## config.mk

```make
export PLATFORM = sky130hd
export DESIGN_NAME = mwrs_mulmod
export DESIGN_NICKNAME = d
export VERILOG_FILES = /design/src/hdl/mwrs_pkg.sv /design/src/hdl/mwrs_mulmod.sv
export SDC_FILE = /design/constraint.sdc
export NUM_CORES = 1
export LEC_CHECK = 0
export ABC_AREA = 0
export BUFFER_PORTS_ARGS = -buffer_cell sky130_fd_sc_hd__buf_2
export CORE_MARGIN = 2
export CORE_UTILIZATION = 55
export CTS_CLUSTER_SIZE = 10
export DETAILED_ROUTE_END_ITERATION = 10
export PLACE_DENSITY = 0.8
export SLEW_MARGIN = 20
export SYNTH_ARGS = -nofsm -noshare
export SYNTH_HDL_FRONTEND = slang
export SYNTH_SLANG_ARGS = --single-unit
```

## constraint.sdc

```tcl
create_clock -name clk -period 9.4 [get_ports clk]
set_clock_uncertainty 0.2 [all_clocks]
set_input_delay 1.41 -clock clk [delete_from_list [all_inputs] [get_ports clk]]
set_output_delay 1.41 -clock clk [all_outputs]
set_load 0.01 [all_outputs]
```

## src/hdl/mwrs_pkg.sv

```systemverilog
`timescale 1ns / 1ps
// Shared constants, state codes and types of the modular weighted range sum block.
// Used by modular_weighted_range_sum, mwrs_mulmod and mwrs_port_checks; depends on nothing.
package mwrs_pkg;
	localparam int unsigned DEF_TABLE_DEPTH = 1024;
	localparam int unsigned VW = 30;
	localparam logic [VW-1:0] PRIME = 30'd1000000007;

	localparam logic OP_APPEND = 1'b0;
	localparam logic OP_QUERY = 1'b1;

	localparam logic [1:0] STAT_OK = 2'd0;
	localparam logic [1:0] STAT_BAD_RANGE = 2'd1;
	localparam logic [1:0] STAT_NO_INV = 2'd2;
	localparam logic [1:0] STAT_FULL = 2'd3;

	typedef enum logic [3:0] {
		S_IDLE, S_RED, S_TERM, S_POWK, S_RD_R, S_RD_L, S_SQ, S_MK, S_FIN, S_OUT
	} mwrs_state_t;

	typedef struct packed {
		logic go;
		logic [VW-1:0] a;
		logic [VW-1:0] b;
	} mwrs_mul_req_t;
endpackage

```

## src/hdl/mwrs_mulmod.sv

```systemverilog
`timescale 1ns / 1ps
// Bit-serial modular multiplier, one bit of the first operand per cycle, MSB first.
// Depends on mwrs_pkg.
module mwrs_mulmod (
	input logic clk,
	input logic arst_n,
	input mwrs_pkg::mwrs_mul_req_t req,
	output logic done,
	output logic [mwrs_pkg::VW-1:0] prod
);
	import mwrs_pkg::*;

	logic [VW-1:0] a_q, b_q, acc_q;
	logic [4:0] cnt_q;
	logic busy_q, done_q;
	logic [VW+1:0] t0, t1, t2;

	always_comb begin
		t0 = {1'b0, acc_q, 1'b0} + (a_q[VW-1] ? {2'b00, b_q} : '0);
		t1 = (t0 >= {2'b00, PRIME}) ? t0 - {2'b00, PRIME} : t0;
		t2 = (t1 >= {2'b00, PRIME}) ? t1 - {2'b00, PRIME} : t1;
	end

	always_ff @(posedge clk or negedge arst_n) begin
		if (!arst_n) begin
			busy_q <= 1'b0;
			done_q <= 1'b0;
			cnt_q <= '0;
		end else begin
			done_q <= busy_q && !req.go && (cnt_q == 5'd0);
			if (req.go) begin
				busy_q <= 1'b1;
				cnt_q <= 5'(VW - 1);
			end else if (busy_q) begin
				cnt_q <= cnt_q - 5'd1;
				if (cnt_q == 5'd0) begin
					busy_q <= 1'b0;
				end
			end
		end
	end

	always_ff @(posedge clk) begin
		if (req.go) begin
			a_q <= req.a;
			b_q <= req.b;
			acc_q <= '0;
		end else if (busy_q) begin
			a_q <= {a_q[VW-2:0], 1'b0};
			acc_q <= t2[VW-1:0];
		end
	end

	assign done = done_q;
	assign prod = acc_q;
endmodule

```

# Word-level counts from Yosys, hierarchy flattened
# Index checks and enable logic that the tools add are counted.
[op_classes]
add_sub_neg = 4
magnitude_cmp = 2
n_mux = 10
reduce_logical = 5
[ops]
columns = ["op", "count"]
rows = [
  ["2-to-1 mux 30 bit", 4],
  [">= comparator 32 x 30 -> 1 bit (second input constant)", 2],
  ["adder 31 x 30 -> 32 bit", 1],
  ["2-to-1 mux 32 bit", 1],
  ["subtractor 32 x 30 -> 32 bit (second input constant)", 1],
  ["subtractor 30 bit (second input constant)", 1],
  ["2-to-1 mux 5 bit", 2],
  ["zero test 5 bit", 1],
  ["subtractor 5 x 1 -> 5 bit (second input constant)", 1],
  ["2-to-1 mux 1 bit", 3],
  ["logical AND 1 bit", 2],
  ["nonzero test 2 bit", 1],
  ["zero test 1 bit", 1],
]
[totals]
regBits = 97
inputBits = 63
output_inout_bits = 31
elab_cells = 27

# Logic depth before layout (Yosys ltp)
# Gate-level depths: netlist of the first run.
[depth]
ltp_word = 6
ltp_mapped = 25
depth_no_buf = 20

# Worst setup path after synthesis of the first run
# No wires, ideal clock.
[synth_timing]
path_type = "reg2reg"
startpoint = "reg a_q[29]"
endpoint = "reg acc_q[12], in the netlist prod[12]"
arrival_ps = 5852
required_time_ps = 9083
setup_slack_ps = 3231
path_stages_with_launch = 23
synth_period_minus_slack_ps = 6169
path_cell_list = "edfxtp_1 -> clkbuf_1 -> clkbuf_1 -> and2_1 -> ha_1 -> a21oi_1 -> o21ai_1 -> a2111oi_0 -> o31ai_1 -> a21o_1 -> xor2_1 -> nand4b_1 -> o31a_1 -> buf_2 -> or4_4 -> a222oi_1 -> or4b_1 -> a2111oi_4 -> o21ai_2 -> and2_4 -> buf_6 -> or3_1 -> a32o_1"
[synth_between]
elab_chain_len = 6
elab_cells_between_ends = 8
[synth_lines]
columns = ["item", "line", "source"]
rows = [
  ["start, declared", "mwrs_mulmod.sv:13", "logic [VW-1:0] a_q, b_q, acc_q;"],
  ["start signal, assigned", "mwrs_mulmod.sv:45", "a_q <= req.a;"],
  ["start signal, assigned", "mwrs_mulmod.sv:49", "a_q <= {a_q[VW-2:0], 1'b0};"],
  ["2-to-1 mux 30 bit (*)", "mwrs_mulmod.sv:19", "t0 = {1'b0, acc_q, 1'b0} + (a_q[VW-1] ? {2'b00, b_q} : '0);"],
  ["adder 31 x 30 -> 32 bit (*)", "mwrs_mulmod.sv:19", ""],
  ["subtractor 32 x 30 -> 32 bit or >= comparator 32 x 30 -> 1 bit (tied branches)", "mwrs_mulmod.sv:20", "t1 = (t0 >= {2'b00, PRIME}) ? t0 - {2'b00, PRIME} : t0;"],
  ["2-to-1 mux 32 bit (*)", "mwrs_mulmod.sv:20", ""],
  ["subtractor 30 bit or >= comparator 32 x 30 -> 1 bit (tied branches)", "mwrs_mulmod.sv:21", "t2 = (t1 >= {2'b00, PRIME}) ? t1 - {2'b00, PRIME} : t1;"],
  ["2-to-1 mux 30 bit (*)", "mwrs_mulmod.sv:21", ""],
  ["end signal, assigned", "mwrs_mulmod.sv:50", "acc_q <= t2[VW-1:0];"],
  ["end, declared", "mwrs_mulmod.sv:13", ""],
]
# Mark *: on every way between the ends. The rest lies on a longest branch, timed or not.
# A chain may end at the register's enable or synchronous reset.

# Worst setup path after layout of the first run
[layout_timing]
startpoint = "reg a_q[29]"
endpoint = "reg acc_q[11], in the netlist prod[11]"
# Same word-level chain as after synthesis.

==> reports/summary.txt, run 1 <==
status: completed
Post-synth EDFFs: 60
CTS clk-pin slew, worst paths: 90 ps
WS Path Type: flip-flop to flip-flop
Final #Nets: 1043
RR Startpoint: a_q[29]
number of iterations in the first detailed-routing pass: 5
Final ANT Viol Nets: 0
ant diodes: 0
max cap viols: 0
hold crit path type: flip-flop to flip-flop
global placer's final weighted congestion: 0.976
Rows: 43
reg2reg end: prod[11]
initial DRC count: 687
synthesized area: 7940 µm²
detailed-route wire length per cell: 19.1 µm
Place WS: 1710 ps
die width: 124 µm
GRT Total Usage: 29.0%
Post-Synthesis Cells: 878
largest net degree at the start of global routing: 79
core footprint: 14000 µm²
library cells used by synthesis: 97
CP Max Fanout: 30
final instance area: 8810 µm²
final setup vio count: 0
Worst-Skew Late Latency: 370 ps
Slew Limit Headroom: 28.3%
die height: 124 µm
Worst R2R Setup Slack: 1630 ps
CTS tree: yes
Worst Hold Launch: prod[21]
Slew @ Worst Pin: 1070 ps
achievable clock frequency: 129 MHz
reg2reg path depth: 20
TNS Setup: 0 ps
P_leak: 3.41 nW
Setup Buffers After CTS: 0
# clock sinks: 97
final wirelength: 21600 µm
PwrDens: 315 nW/µm²
full die area: 15400 µm²
Initial Util: 56.7%
first-pass GRT wire length: 34500 µm
initial antenna violation count: 1
PnR worst setup slack: 1630 ps
drc violations: 0
top_reg_cell synth: edfxtp_1
register area share after synthesis: 32.5%
vias in the first global route: 6804
CP Capture Type: flip-flop
Net Count, Synth: 974
syn_area_per_cell: 9.04 µm²
layout cells sized above 1: 19.7%
Clk Tree Root Cell: clkbuf_16
dpl hpwl: 15700 µm
TritonCTS Buffers: 9
Area Growth Syn to Fin: 11.0%
Clock Path Buffers: 2
Yosys warning total: 0
Synth Register Bits: 97
peak supply drop: 0.000134 V
total number of vias: 7321
CTS resizes: 0
Crit path required time: 9470 ps
clock period minus worst slack: 7770 ps
vias per cell: 6.47
RSZ-0062 raised after global routing: no
ys async rst share: 7.22%
kind of start point of the critical path: flip-flop
CTS HTree Levels: 3
# IOs: 94
Period Utilization, post-route: 82.7%
Port Buffers: 93
Final Hold Viols: 0
hold buffers post-CTS: 0
worst hold path stage count: 2
fin. max-slew vios: 0
Post-DP Area: 8500 µm²
worst-case hold path end point: prod[21]
CP arrival: 7840 ps
grt ovf: 0
logic make-up (layout without fill, tap and decap cells):
kind of cell,after synthesis,in the layout,share of synthesized area (%)
compound gates,273,273,25.7
fa+ha+maj,33,33,5.30
flops,97,97,32.5
mux,34,34,4.76
xor+xnor,60,60,6.81
simple gates,320,320,21.6
buf+inv,61,135,3.34
worst max-delay path: stages (launching register included):
cell	delay, ps
edfxtp_1	990
and2_1	240
ha_1	200
inv_1	70
fa_1	480
xor2_1	220
and2_1	160
mux2i_1	160
a211oi_2	380
nand4_1	220
a211o_1	390
a2111oi_4	470
o31a_1	640
o31ai_1	250
a222oi_1	420
or4b_1	520
a2111oi_4	380
o21ai_2	290
and2_4	340
or3_1	390
a32o_1	260
metal layers:
layer	GRT usage (%)	up-vias	wire, µm
met5	0	-	10
met2	43.9	320	9540
met4	11.1	2	595
met3	7.10	52	1940
met1	40.1	3427	9500
li1	-	3520	-
area by class of cell:
cell class              instances  area [µm²]
clock buffers                   9         225
clock inverters                 7        88.8
fillers                      1219        5180
inverters                      17        63.8
multi-input cells             720        5090
flip-flops and latches         97        2580
well taps                     180         225
repair buffers                102         536
through the flow:
stage          cells  hold WS [ps]  power, mW  util [%]
2_1_floorplan    878           285       1.93         -
3_3_place_gp    1116           273       2.31      60.7
3_5_place_dp    1116           278       2.33      60.7
4_1_cts         1132           289       2.73      63.0
5_1_grt         1132           307       2.97      63.0
6_report        1132           287       2.77      63.0
how the worst max path moves through the flow:
stage               slack (ps)  startpoint        to  cells past startpoint
global placement          1880     a_q[29]  prod[11]                     20
global route              1120     a_q[29]   prod[2]                     18
floorplan                 3230     a_q[29]  prod[12]                     22
detailed placement        1710     a_q[29]  prod[11]                     20
CTS                       1690     a_q[29]  prod[11]                     20
finish                    1630     a_q[29]  prod[11]                     20
registers in the layout, summed over array words and instances (netlist names):
name    cells
done        1
prod       30
busy_q      1
cnt_q       5
b_q        30
a_q        30
power by group:
| part | total, mW | internal [mW] | switching, mW |
|---|---|---|---|
| registers | 0.603 | 0.534 | 0.0692 |
| logic | 1.78 | 0.648 | 1.13 |
| clock network | 0.391 | 0.192 | 0.199 |
layout by cell type (no fill, tap or decap), drive strengths merged, types with 16 or more instances in the layout:
cell / count
nor2: 63
edfxtp: 60
o21ai: 48
xor2: 23
mux2: 30
and2: 46
a31oi: 18
a21oi: 49
xnor2: 37
dfxtp: 30
buf: 102
nor3: 19
nand2: 70
a211oi: 20
nand3: 19
nand4: 16
ha: 32
inv: 20
cells in the mapped netlist (17+ instances only):
| cell type | n | area share (%) |
|---|---|---|
| nand2_1 | 69 | 3.3 |
| and2_1 | 45 | 3.5 |
| dfxtp_1 | 30 | 7.6 |
| nand3_1 | 17 | 1.1 |
| a21oi_1 | 47 | 3.0 |
| mux2_2 | 30 | 4.3 |
| inv_1 | 17 | 0.80 |
| xnor2_1 | 35 | 3.9 |
| nor3_1 | 19 | 1.2 |
| xor2_1 | 23 | 2.5 |
| ha_1 | 32 | 5.0 |
| nor2_1 | 63 | 3.0 |
| a31oi_1 | 17 | 1.3 |
| edfxtp_1 | 60 | 23 |
| o21ai_0 | 41 | 2.6 |
| clkbuf_1 | 24 | 1.1 |
Note: power is estimated with default switching activity, not from simulation.
==> inputs of run 2 (changes only) <==
==> constraint.sdc (replaced) <==
create_clock -name clk -period 8 [get_ports clk]
set_clock_uncertainty 0.2 [all_clocks]
set_input_delay 1.2 -clock clk [delete_from_list [all_inputs] [get_ports clk]]
set_output_delay 1.2 -clock clk [all_outputs]
set_load 0.01 [all_outputs]
==> reports/summary.txt, run 2 (synthesized netlist as in run 1, its figures left out) <==
status: completed
CTS HTree Levels: 3
initial antenna violation count: 0
P_leak: 3.47 nW
PnR Total Power: 3.32 mW
Period Utilization, post-route: 92.2%
die width: 124 µm
initial DRC count: 723
peak supply drop: 0.000168 V
Slew Limit Headroom: 32.9%
PnR worst setup slack: 622 ps
CTS clk-pin slew, worst paths: 90 ps
Area Growth Syn to Fin: 12.2%
grt ovf: 0
total number of vias: 7356
Final Hold Viols: 0
Place WS: 354 ps
Initial Util: 56.7%
most frequent cells in the layout: buf_2 (92), nand2_1 (69), nor2_1 (63)
# clock sinks: 97
global placer's final weighted congestion: 1.01
GRT Total Usage: 28.4%
CTS tree: yes
first-pass GRT wire length: 34000 µm
final wirelength: 21800 µm
Post-DP Area: 8570 µm²
achievable clock frequency: 136 MHz
Final ANT Viol Nets: 0
# IOs: 94
critical path's slowest cell: edfxtp_1
drc violations: 0
detailed-route wire length per cell: 19.1 µm
CP Max Fanout: 19
post-layout util: 63.6%
PwrDens: 372 nW/µm²
largest net degree at the start of global routing: 52
RSZ-0062 raised after global routing: no
WS Path Type: flip-flop to flip-flop
Port Buffers: 93
most common cell after layout, fill and taps aside: buf_2
Slew @ Worst Pin: 1000 ps
clock period minus worst slack: 7380 ps
Worst-Skew Late Latency: 370 ps
final setup vio count: 0
Rows: 43
TNS Setup: 0 ps
Setup Buffers After CTS: 0
CP arrival: 7450 ps
vias in the first global route: 6744
final instance area: 8900 µm²
final non-filler cell total: 1143
full die area: 15400 µm²
ant diodes: 0
dpl hpwl: 16200 µm
CTS resizes: 0
max cap viols: 0
kind of start point of the critical path: flip-flop
Hold WS: 280 ps
number of iterations in the first detailed-routing pass: 6
die height: 124 µm
hold crit path type: flip-flop to flip-flop
fin. max-slew vios: 0
Final #Nets: 1054
TritonCTS Buffers: 9
Clock Path Buffers: 2
Clk Tree Root Cell: clkbuf_16
CP peak stage delay: 710 ps
layout cells sized above 1: 20.7%
hold buffers post-CTS: 0
core footprint: 14000 µm²
vias per cell: 6.44
Cell Chain, Critical Path: and2_1, ha_1, inv_1, fa_1, xor2_1, and2_1, mux2i_1, a211oi_2, nand4_1, a211o_1, a2111oi_4, o31a_1, o31ai_1, a222oi_1, or4b_1, a2111oi_4, o21ai_2, a211oi_1, a211oi_1, a211o_1
Placed Cells: 1126
Crit path required time: 8070 ps
CP Capture Type: flip-flop
## run 2: cell count changes in the layout (fill, tap and decap cells not counted)
| cell | previous run | this run |
|---|---|---|
| buf_4 | 10 | 20 |
| buf_6 | 0 | 1 |
| inv_12 | 0 | 1 |
| inv_6 | 2 | 1 |
## run 2: report_power, final
group / internal, mW / switching, mW / total [mW]
clock: 0.229 / 0.243 / 0.473
sequential: 0.627 / 0.0847 / 0.711
combinational: 0.793 / 1.34 / 2.13
## run 2: metal layers
| metal | wire, µm | up-vias | track usage, % |
|---|---|---|---|
| met5 | 0 | - | 0 |
| met4 | 427 | 0 | 7.37 |
| met3 | 1770 | 36 | 6.46 |
| met2 | 9990 | 316 | 45.7 |
| met1 | 9660 | 3480 | 38.7 |
| li1 | - | 3524 | - |
## run 2: worst max-delay path: cells and delay by family, from the launching register on
family	cells	cell delay (ps)
xor gates and xnor gates	1	220
AOI/OAI and AO/OA	11	4150
buffers and inverters	1	70
DFF	1	710
and+or+nand+nor	4	1090
muxes	1	140
adders and majority gates	2	680
## run 2: final cells by class
cell class	count	area, µm²
Clock buffer	9	225
Clock inverter	7	96.3
Fill cell	1243	5080
Inverter	17	63.8
Multi-Input combinational cell	720	5090
Sequential cell	97	2580
Tap cell	180	225
Timing Repair Buffer	113	622
## run 2: final timing paths
check                      endpoint  cells past startpoint  startpoint  slack [ps]
hold reg to reg            prod[25]                      2    prod[25]         280
setup / recovery            prod[7]                     20     a_q[29]         620
hold / removal             prod[25]                      2    prod[25]         280
setup reg to reg            prod[7]                     20     a_q[29]         620
max in group asynchronous  cnt_q[2]                      1      arst_n        6990
min in group asynchronous  cnt_q[4]                      1      arst_n         440
==> inputs of run 3 (changes only) <==
--- a/config.mk
+++ b/config.mk
@@ -7,11 +7,13 @@
 export LEC_CHECK = 0
 export ABC_AREA = 0
 export BUFFER_PORTS_ARGS = -buffer_cell sky130_fd_sc_hd__buf_2
+export CELL_PAD_IN_SITES_DETAIL_PLACEMENT = 2
+export CELL_PAD_IN_SITES_GLOBAL_PLACEMENT = 2
 export CORE_MARGIN = 2
-export CORE_UTILIZATION = 55
+export CORE_UTILIZATION = 37
 export CTS_CLUSTER_SIZE = 10
 export DETAILED_ROUTE_END_ITERATION = 10
-export PLACE_DENSITY = 0.8
+export PLACE_DENSITY = 0.85
 export SLEW_MARGIN = 20
 export SYNTH_ARGS = -nofsm -noshare
 export SYNTH_HDL_FRONTEND = slang
==> reports/summary.txt, run 3 (synthesized netlist as in run 1, its figures left out) <==
die width: 150 µm
Crit path required time: 8080 ps
CTS HTree Levels: 3
kind of start point of the critical path: flip-flop
Placed Cells: 1224
Place WS: 450 ps
RSZ-0062 raised after global routing: no
Area Growth Syn to Fin: 14.0%
number of buffers and inverters on the critical path: 1
Rows: 53
Port Buffers: 93
Clock Path Buffers: 2
final wirelength: 29900 µm
multi-input logic area: 5100 µm²
largest net degree at the start of global routing: 49
Hold WS: 293 ps
Fillers: 2344
CP arrival: 7540 ps
global placer's final weighted congestion: 0.916
critical path's slowest cell: a2111oi_1
Final #Nets: 1056
initial antenna violation count: 0
GRT Total Usage: 26.9%
Clk Tree Root Cell: clkbuf_16
Final ANT Viol Nets: 0
total number of vias: 7571
grt ovf: 0
first-pass GRT wire length: 46800 µm
TritonCTS Buffers: 9
full die area: 22600 µm²
Slew Limit Headroom: 50.5%
TNS Setup: 0 ps
die height: 150 µm
P_leak: 3.48 nW
fin. max-slew vios: 0
# IOs: 94
achievable clock frequency: 134 MHz
status: completed
initial DRC count: 435
final non-filler cell total: 1240
CTS clk-pin slew, worst paths: 90 ps
final setup vio count: 0
max cap viols: 0
ant diodes: 0
WS Path Type: flip-flop to flip-flop
sequential cell area: 2580 µm²
Final Hold Viols: 0
CP Capture Type: flip-flop
dpl hpwl: 22500 µm
Period Utilization, post-route: 93.2%
most frequent cells in the layout: buf_2 (92), nand2_1 (69), nor2_1 (62)
PwrDens: 389 nW/µm²
core footprint: 21000 µm²
# clock sinks: 97
Initial Util: 37.8%
drc violations: 0
CTS tree: yes
Slew @ Worst Pin: 742 ps
CP Max Fanout: 22
Setup Buffers After CTS: 0
CP peak stage delay: 720 ps
Top delay family on crit path: compound AO/OA/AOI/OAI gates
layout cells sized above 1: 21.1%
clock period minus worst slack: 7460 ps
detailed-route wire length per cell: 24.1 µm
vias per cell: 6.11
peak supply drop: 0.000163 V
Worst-Skew Late Latency: 370 ps
CTS resizes: 0
PnR worst setup slack: 544 ps
most common cell after layout, fill and taps aside: buf_2
number of iterations in the first detailed-routing pass: 5
vias in the first global route: 8218
Cell Chain, Critical Path: buf_4, and2_1, ha_1, a21oi_1, o21ai_1, a2111oi_1, o31ai_1, a21o_1, xor2_1, nand4b_1, o31a_2, or4_4, a222oi_1, or4b_1, a2111oi_4, o21ai_2, and2_4, or3_1, a311oi_1
hold buffers post-CTS: 0
hold crit path type: flip-flop to flip-flop
[run 3: cell count changes in the layout (fill, tap and decap cells not counted), sizes merged]
cell | before | now
buf | 113 | 115
[run 3: path summary, 6_finish.rpt]
kind                       cells after the start  slack (ps)        to  startpoint
setup / recovery                              19         540   prod[2]     a_q[29]
hold / removal                                 2         290  prod[22]    prod[22]
setup reg to reg                              19         540   prod[2]     a_q[29]
hold reg to reg                                2         290  prod[22]    prod[22]
max in group asynchronous                      1        6990  cnt_q[1]      arst_n
min in group asynchronous                      1         440  cnt_q[0]      arst_n
[run 3: layout make-up]
| cell class | instances | share of cell area (%) |
|---|---|---|
| Multi-Input combinational cell | 720 | 56.4 |
| Tap cell | 275 | 3.80 |
| Clock buffer | 9 | 2.49 |
| Timing Repair Buffer | 115 | 7.00 |
| Clock inverter | 7 | 1.12 |
| Inverter | 17 | 0.706 |
| Sequential cell | 97 | 28.5 |
[run 3: where the power goes]
part	internal, mW	switching, mW
logic	0.797	1.51
clock network	0.230	0.259
registers	0.627	0.0929
total	1.65	1.87
[run 3: metal layers]
layer  GRT usage [%]  up-vias  share of wire, %
met5               0        -                 0
met4            6.37        0               1.7
met3            4.21       38               4.2
met2            47.4      185                50
met1            34.5     3831                44
li1                -     3517                 -
[run 3: metrics by stage]
step                      cell area, µm²  utilization, %  power [mW]
after floorplan                     7940               -        2.27
after global placement              8710            41.5        2.87
after detailed placement            8710            41.5        2.95
after CTS                           9040            43.0        3.48
after global routing                9040            43.0        3.75
final                               9040            43.0        3.52
[run 3: worst register-to-register path, delay by kind of cell, from the launching register on]
kind                       cells  cell delay (ps)
buffers and inverters          1              300
xor gates and xnor gates       1              240
and+or+nand+nor                6             2290
DFF                            1              580
AOI/OAI and AO/OA             10             3390
adders and majority gates      1              370
